===== src/rtl/core/assert_macros.svh =====
// Assertion helpers shared by the RTL. Each use expands to one labeled
// concurrent assertion clocked on the rising edge and held off in reset.
`ifndef ASSERT_MACROS_SVH
`define ASSERT_MACROS_SVH

// Same-cycle implication: when ante holds, cons must hold on that edge.
`define ASSERT_SAME(label, clk, rst, ante, cons) \
   label: assert property (@(posedge clk) disable iff (rst) (ante) |-> (cons)) \
      else $error("assertion failed");

// Next-cycle implication: when ante holds, cons must hold on the next edge.
`define ASSERT_NEXT(label, clk, rst, ante, cons) \
   label: assert property (@(posedge clk) disable iff (rst) (ante) |=> (cons)) \
      else $error("assertion failed");

`endif


===== src/rtl/core/intsq_ram.sv =====
`default_nettype none
module intsq_ram #(
   parameter int WIDTH = 8,
   parameter int DEPTH = 16
) (
   input  wire logic                     clock,
   input  wire logic                     wr_en,
   input  wire logic [$clog2(DEPTH)-1:0] wr_addr,
   input  wire logic [WIDTH-1:0]         wr_data,
   input  wire logic                     rd_en,
   input  wire logic [$clog2(DEPTH)-1:0] rd_addr,
   output logic      [WIDTH-1:0]         rd_data
);

   logic [WIDTH-1:0] mem_ff [DEPTH];
   logic [WIDTH-1:0] rd_data_ff;

   // Read returns the old contents on a same-address write.
   always_ff @(posedge clock) begin
      if (rd_en) begin
         rd_data_ff <= mem_ff[rd_addr];
      end
      if (wr_en) begin
         mem_ff[wr_addr] <= wr_data;
      end
   end

   assign rd_data = rd_data_ff;

endmodule
`default_nettype wire


===== config.mk =====
export PLATFORM = sky130hd
export DESIGN_NAME = intsq_ram
export DESIGN_NICKNAME = d
export VERILOG_FILES = /design/src/rtl/core/assert_macros.svh /design/src/rtl/core/intsq_ram.sv
export SDC_FILE = /design/constraint.sdc
export NUM_CORES = 1
export LEC_CHECK = 0
export BUFFER_PORTS_ARGS = -buffer_cell sky130_fd_sc_hd__buf_2
export CAP_MARGIN = 20
export CORE_MARGIN = 8
export CORE_UTILIZATION = 38
export CTS_CLUSTER_SIZE = 25
export DETAILED_ROUTE_END_ITERATION = 8
export PLACE_DENSITY = 0.58
export SLEW_MARGIN = 15
export SYNTH_ARGS = -nofsm -noshare
export SYNTH_HDL_FRONTEND = slang
export SYNTH_SLANG_ARGS = --single-unit

===== constraint.sdc =====
create_clock -name clock -period 4.65 [get_ports clock]
set_input_delay 0.93 -clock clock [delete_from_list [all_inputs] [get_ports clock]]
set_output_delay 0.93 -clock clock [all_outputs]
set_load 0.01 [all_outputs]

==> results of run 1 <==
[layout by cell type, fill, tap and decap left out]
cell type     n
clkbuf_16    17
buf_2        26
clkinvlp_4    2
clkbuf_1      3
buf_4         4
nor3_2        1
nor2_1       13
edfxtp_1    136
mux4_2       18
and2b_1       1
or3b_2        1
nand3_1       1
and2_1        1
a22oi_1      16
nor3_1        3
nand3b_1      2
mux4_1       14
clkinv_2      1
bufinv_16     4
clkinv_4      1
clkinv_1      1
nand2b_1      2
nor2b_1       1
nand2_1       9
[metrics by stage]
step	cell area [sq um]	cells
after floorplan	5228	229
after global placement	5532	429
after detailed placement	5532	429
after CTS	6121	458
after global routing	6121	458
final	6121	458
[cell type report]
| class | instances | area, sq um | share of cell area (%) |
|---|---|---|---|
| flip-flops and latches | 136 | 4084 | 66.72 |
| multi-input cells | 83 | 1062 | 17.35 |
| clock buffers | 20 | 436.7 | 7.134 |
| well taps | 180 | 225.2 | 3.679 |
| repair buffers | 30 | 160.2 | 2.617 |
| clock inverters | 9 | 152.6 | 2.494 |
[worst paths after layout]
kind,start,endpoint,slack (ns),depth (start not counted)
min reg2reg,mem_ff[14][2]$_DFFE_PP_,rd_data[2]$_DFFE_PP_,0.76,3
max reg2reg,mem_ff[5][2]$_DFFE_PP_,rd_data[2]$_DFFE_PP_,3.12,3
max,rd_addr[0],rd_data[3]$_DFFE_PP_,1.99,5
min,mem_ff[14][2]$_DFFE_PP_,rd_data[2]$_DFFE_PP_,0.76,3
[power breakdown]
part / internal [mW] / switching (mW)
clock: 0.884 / 0.460
sequential: 1.38 / 0.00620
combinational: 0.0487 / 0.0749
[critical path: stages]
cell     delay [ns]
buf_2          0.74
buf_4          0.28
mux4_1         0.54
a22oi_1        0.22
nand2_1        0.07
[flip-flops by register name (all words and copies together), names as in the netlist]
name and count:
mem_ff 128, rd_data 8
[cells by family after synthesis]
| logic type | after synthesis |
|---|---|
| buf+inv | 10 |
| compound gates | 16 |
| simple gates | 35 |
| mux | 32 |
| flops | 136 |
[per-layer routing]
layer	track usage [%]	routed length, um
met5	0	0
met4	4.117	89
met3	4.895	813
met2	19.30	5057
met1	15.58	4478
==> impl_metrics.json, run 1 <==
{
  "place_congestion": 0.6976,
  "ctsLongestPathBuffers": 2,
  "yosysTopAreaCell": "edfxtp_1",
  "path_max_fanout": 29,
  "synth.area.top_cells": "edfxtp_1 (78%), mux4_2 (7.8%), mux4_1 (7.0%)",
  "arrival_ns": 2.82,
  "cts_root_buf": "clkbuf_16",
  "wire_per_inst_um": 22.79,
  "ys.flop_type": "edfxtp_1",
  "wirelength_um": 10440,
  "clkLatencyLatePin_ns": 0.41,
  "ioPinCount": 27,
  "fillCellCount": 1171,
  "finalHoldViolations": 0,
  "hold_path_class": "reg -> reg",
  "ys_warn_count": 0,
  "clock_sinks": 136,
  "die_w_um": 133.3,
  "initialDrtViolationCount": 217,
  "status": "complete, no violations",
  "diodes": 0,
  "nNetsFinal": 287,
  "whs_ns": 0.7555,
  "vias": 2414,
  "ys_types": 18,
  "antenna_found_initial": 0,
  "syn_area_sq_um": 5228,
  "synth_top_family_by_area": "multiplexers",
  "seq_area_frac_synth_pct": 78.12,
  "die-area_sq_um": 17770,
  "synth_xor_area_share_pct": 0,
  "drc": 0,
  "dp_worst_setup_slack_ns": 1.504,
  "start_util_pct": 38.25,
  "synth_compound_area_share_pct": 2.298,
  "rows": 43,
  "numCtsBuffers": 17,
  "fmax_mhz": 376.5,
  "synth_top_cell_area_share_pct": 78.12,
  "grt.overflow.total": 0,
  "htree_levels": 4,
  "cts_setup_buffers": 0,
  "crit_type": "in -> reg",
  "dp_hpwl_um": 6387,
  "grt_usage_pct": 12.42,
  "async_reset_ff_share_pct": 0,
  "core_sq_um": 13670,
  "slew_viol_final": 0,
  "tns_ns": 0,
  "period_share_pct": 57.12,
  "p_leak_nw": 2.011,
  "p_per_area_nw_per_um2": 466.7,
  "worst_pin_slew_ns": 1.051,
  "synthMuxAreaShare_pct": 14.79,
  "cap_viol_max_count": 0,
  "finalCriticalPeriod_ns": 2.656,
  "ys_top_cells_by_count": "edfxtp_1 (136), mux4_2 (18), a22oi_1 (16), mux4_1 (14), nor2_1 (13)",
  "first_pass_iters": 5,
  "yosys.cell_count.top_type": "edfxtp_1",
  "ant_nets": 0,
  "final_layout_size_suffix_gt1_share_pct": 26.98,
  "grt_pass1_wl_um": 15790,
  "die_h_um": 133.3,
  "cts_tree": "done",
  "synthCells": 229,
  "synth_edf_count": 136,
  "synth_nets": 248,
  "cts.hold.buffers_added": 0,
  "worstPathRequired_ns": 4.81,
  "grt_pass1_vias": 2476,
  "viasPerCell": 5.271,
  "power_mw": 2.857,
  "cp-end-kind": "flop",
  "area_growth_pct": 17.09,
  "fin_util_pct": 44.79,
  "cts-resized-gates": 0,
  "startpoint_type": "input pin",
  "max_slew_margin_pct": 29.70,
  "fin_ws_ns": 1.994,
  "path_clk_slew_ns": 0.05,
  "synth-seq-cells": 136,
  "port_buffers": 26,
  "syn_avg_cell_area_sq_um": 22.83,
  "grt_max_degree": 33,
  "synth-simple-area-share_pct": 3.135,
  "synthAdderAreaFrac_pct": 0,
  "clock_skew_ns": 0.006237,
  "ir_drop_uv": 258.0,
  "rsz0062_at_grt": "false",
  "setup_viol": 0
}
No activity file was read; power rests on OpenSTA's default activity.
==> inputs of run 2 (changes only) <==
PLACE_DENSITY = 0.6   (was 0.58)
clock period = 2.3 ns   (was 4.65 ns; I/O delays follow)
==> impl_metrics.json, run 2 (synthesis gave the netlist of run 1 again) <==
{
  "status": "complete, no violations",
  "worstPathRequired_ns": 2.45,
  "viasPerCell": 5.126,
  "clock_skew_ns": 0.003845,
  "r2r-end": "rd_data[1]$_DFFE_PP_",
  "rows": 43,
  "htree_levels": 4,
  "wirelength_um": 10230,
  "path_max_fanout": 15,
  "core_sq_um": 13670,
  "grt_pass1_wl_um": 16050,
  "ioPinCount": 27,
  "worst_pin_slew_ns": 0.4014,
  "diodes": 0,
  "start_util_pct": 38.25,
  "layout_commonest_cell": "edfxtp_1",
  "largest-register": "mem_ff",
  "crit_slowest_cell": "mux4_1",
  "setup_viol": 0,
  "wire_per_inst_um": 21.44,
  "ir_drop_uv": 538.9,
  "clkLatencyLatePin_ns": 0.40,
  "ctsLongestPathBuffers": 2,
  "cp_cell_sequence": "buf_2 -> buf_12 -> mux4_1 -> a22oi_1 -> nand2_1",
  "whs_endpoint": "rd_data[0]$_DFFE_PP_",
  "r2r_setup_slack_ns": 0.78,
  "hold_path_class": "in -> reg",
  "cts-resized-gates": 0,
  "cts_root_buf": "clkbuf_16",
  "antenna_found_initial": 0,
  "period_share_pct": 72.17,
  "finalCriticalPeriod_ns": 1.660,
  "hold_depth": 1,
  "tns_ns": 0,
  "fmax_mhz": 602.4,
  "place_congestion": 0.7480,
  "final_layout_size_suffix_gt1_share_pct": 31.99,
  "die_w_um": 133.3,
  "finalHoldViolations": 0,
  "first_pass_iters": 4,
  "ant_nets": 0,
  "p_leak_nw": 2.096,
  "cap_viol_max_count": 0,
  "grt_max_degree": 33,
  "grt_pass1_vias": 2640,
  "slew_viol_final": 0,
  "nNetsFinal": 304,
  "cts_setup_buffers": 0,
  "numCtsBuffers": 17,
  "cp-end-kind": "flop",
  "largest_register_ffs": 128,
  "final_cell_mix": "edfxtp_1 (136), buf_2 (26), mux4_2 (18), buf_4 (18), clkbuf_16 (17)",
  "grt_usage_pct": 12.38,
  "drc": 0,
  "grt.overflow.total": 0,
  "initialDrtViolationCount": 144,
  "fillCellCount": 1151,
  "cts_tree": "done",
  "startpoint_type": "input pin",
  "cts.hold.buffers_added": 0,
  "crit_type": "in -> reg",
  "critPathMaxStageDelay_ns": 0.58,
  "max_slew_margin_pct": 73.24,
  "vias": 2445,
  "dp_hpwl_um": 6640,
  "clock_sinks": 136,
  "hp-start": "rd_en",
  "power_mw": 5.600,
  "die-area_sq_um": 17770,
  "rsz0062_at_grt": "false",
  "port_buffers": 26,
  "area_growth_pct": 19.58,
  "path_clk_slew_ns": 0.05,
  "rr_worst_depth": 3,
  "p_per_area_nw_per_um2": 895.9,
  "rr_startpoint": "mem_ff[1][1]$_DFFE_PP_",
  "arrival_ns": 1.81,
  "die_h_um": 133.3
}
run 2: routing by layer:
metal	routed length, um	track usage [%]
met1	4521	15.75
met2	4929	18.96
met3	662	4.443
met4	116	4.866
met5	0	0
run 2: worst max-delay path, delay by kind of cell:
family / cells / cell delay [ns]
AO/OA/AOI/OAI: 1 / 0.31
AND/OR/NAND/NOR: 1 / 0.09
multiplexers: 1 / 0.58
buffers and inverters: 2 / 0.38
run 2: power by group:
part | leakage [nW] | total, mW | internal, mW | switching, mW
logic | 0.598 | 0.265 | 0.114 | 0.152
registers | 1.24 | 2.81 | 2.79 | 0.0154
clock network | 0.262 | 2.53 | 1.57 | 0.954
run 2: worst max path at each step:
stage / cells after the start / end / from
6_report: 5 / rd_data[1]$_DFFE_PP_ / rd_addr[0]
3_3_place_gp: 5 / rd_data[1]$_DFFE_PP_ / rd_addr[0]
3_5_place_dp: 5 / rd_data[1]$_DFFE_PP_ / rd_addr[0]
2_1_floorplan: 2 / mem_ff[0][0]$_DFFE_PP_ / wr_addr[2]
5_1_grt: 5 / rd_data[1]$_DFFE_PP_ / rd_addr[0]
4_1_cts: 5 / rd_data[1]$_DFFE_PP_ / rd_addr[0]
run 2: through the flow:
step                      hold slack, ns  utilization (%)  area (sq um)  std cells  setup WS [ns]
final                             0.4270            45.74          6251        477         0.6400
after global routing              0.4151            45.74          6251        477         0.6253
after CTS                         0.4156            45.74          6251        477         0.6719
after detailed placement          0.7486            41.65          5692        446         0.2404
after global placement            0.7397            41.65          5692        446         0.2470
after floorplan                   0.5589                -          5228        229         0.3471
run 2: final cells by class:
| type | instances | area [sq um] | share of cell area, % |
|---|---|---|---|
| multi-input cells | 83 | 1057 | 16.91 |
| flip-flops and latches | 136 | 4084 | 65.33 |
| clock buffers | 17 | 425.4 | 6.805 |
| repair buffers | 47 | 325.3 | 5.204 |
| clock inverters | 14 | 133.9 | 2.142 |
| well taps | 180 | 225.2 | 3.603 |
==> inputs of run 3 (changes only) <==
PLACE_DENSITY = 0.58   (was 0.6)
clock period = 1.64 ns   (was 2.3 ns; I/O delays follow)
==> impl_metrics.json, run 3 (synthesis gave the netlist of run 1 again) <==
{
  "viasPerCell": 5.187,
  "wire_per_inst_um": 21.54,
  "power_mw": 7.489,
  "startpoint_type": "input pin",
  "worstPathRequired_ns": 1.80,
  "clock_skew_ns": 0.008096,
  "grt_max_degree": 23,
  "final_layout_size_suffix_gt1_share_pct": 32.23,
  "cts_root_buf": "clkbuf_16",
  "cp_cell_sequence": "buf_2 -> buf_4 -> mux4_1 -> a22oi_1 -> nand2_1",
  "fin_ws_ns": 0.1560,
  "first_pass_iters": 4,
  "cap_viol_max_count": 0,
  "setup_viol": 0,
  "layout_commonest_cell": "edfxtp_1",
  "status": "complete, no violations",
  "crit_type": "in -> reg",
  "dp_worst_setup_slack_ns": -0.2891,
  "cts-resized-gates": 0,
  "critPathMaxStageDelay_ns": 0.60,
  "dp_cells": 449,
  "fin_util_pct": 45.39,
  "vias": 2495,
  "start_util_pct": 38.25,
  "ant_nets": 0,
  "grt_pass1_vias": 2581,
  "worst-path-buf-inv": 2,
  "wirelength_um": 10360,
  "clock_sinks": 136,
  "fillCellCount": 1183,
  "finalHoldViolations": 0,
  "cts_tree": "done",
  "cts.hold.buffers_added": 0,
  "path_max_fanout": 8,
  "die_h_um": 133.3,
  "die-area_sq_um": 17770,
  "numCtsBuffers": 17,
  "dp_hpwl_um": 6773,
  "crit_slowest_cell": "mux4_1",
  "grt_usage_pct": 12.30,
  "final_cell_mix": "edfxtp_1 (136), buf_2 (26), buf_4 (22)",
  "largest_register_ffs": 128,
  "diodes": 0,
  "path_delay_family": "multiplexers",
  "final_cells": 481,
  "area_growth_pct": 18.67,
  "r2r_setup_slack_ns": 0.17,
  "slew_viol_final": 0,
  "clkLatencyLatePin_ns": 0.41,
  "largest-register": "mem_ff",
  "port_buffers": 26,
  "period_share_pct": 90.49,
  "grt_pass1_wl_um": 15640,
  "core_sq_um": 13670,
  "rows": 43,
  "nNetsFinal": 307,
  "arrival_ns": 1.64,
  "hold_path_class": "in -> reg",
  "ir_drop_uv": 830.7,
  "p_leak_nw": 2.096,
  "fmax_mhz": 673.8,
  "p_per_area_nw_per_um2": 1207,
  "place_congestion": 0.7180,
  "finalCriticalPeriod_ns": 1.484,
  "antenna_found_initial": 0,
  "placed_cell_area_sq_um": 5707,
  "final_area_sq_um": 6203,
  "ioPinCount": 27,
  "max_slew_margin_pct": 48.98,
  "grt.overflow.total": 0,
  "rsz0062_at_grt": "false",
  "cts_setup_buffers": 0,
  "worst_pin_slew_ns": 0.7637,
  "drc": 0,
  "ctsLongestPathBuffers": 2,
  "initialDrtViolationCount": 198,
  "cp-end-kind": "flop",
  "htree_levels": 4,
  "die_w_um": 133.3,
  "path_clk_slew_ns": 0.05
}
## run 3: cell types whose count changed in the layout (fill, tap and decap cells not counted), sizes merged
cell / delta
inv: -1
clkinv: +6
clkinvlp: -4
bufinv: -2
buf: +3
clkbuf: +2
## run 3: area by class of cell
class                   count  area [sq um]  share of cell area, %
well taps                 180         225.2                  3.630
clock buffers              19         432.9                  6.979
flip-flops and latches    136          4084                  65.83
clock inverters            13         63.81                  1.029
repair buffers             50         335.3                  5.405
multi-input cells          83          1062                  17.12
## run 3: path summary, 6_finish.rpt
check                         startpoint                      end  cells after the start
setup / recovery              rd_addr[0]     rd_data[3]$_DFFE_PP_                      5
hold / removal                wr_data[5]  mem_ff[13][5]$_DFFE_PP_                      1
setup reg to reg  mem_ff[1][3]$_DFFE_PP_     rd_data[3]$_DFFE_PP_                      3
hold reg to reg   mem_ff[7][1]$_DFFE_PP_     rd_data[1]$_DFFE_PP_                      3
## run 3: metal layers
metal	global-route usage (%)	up-vias	wire (um)
met5	0	-	0
met4	6.363	0	168
met3	3.238	12	537
met2	18.40	68	4907
met1	16.17	1316	4745
li1	-	1099	-
## run 3: stage by stage
step	hold WS [ns]	setup TNS, ns
global placement	0.7159	-1.631
global route	0.2929	0
finish	0.3001	0
detailed placement	0.7193	-1.794
CTS	0.2843	0
floorplan	0.4269	0
## run 3: report_power, final
part / switching (mW) / internal, mW
clock: 1.30 / 1.88
sequential: 0.0193 / 3.92
combinational: 0.211 / 0.161
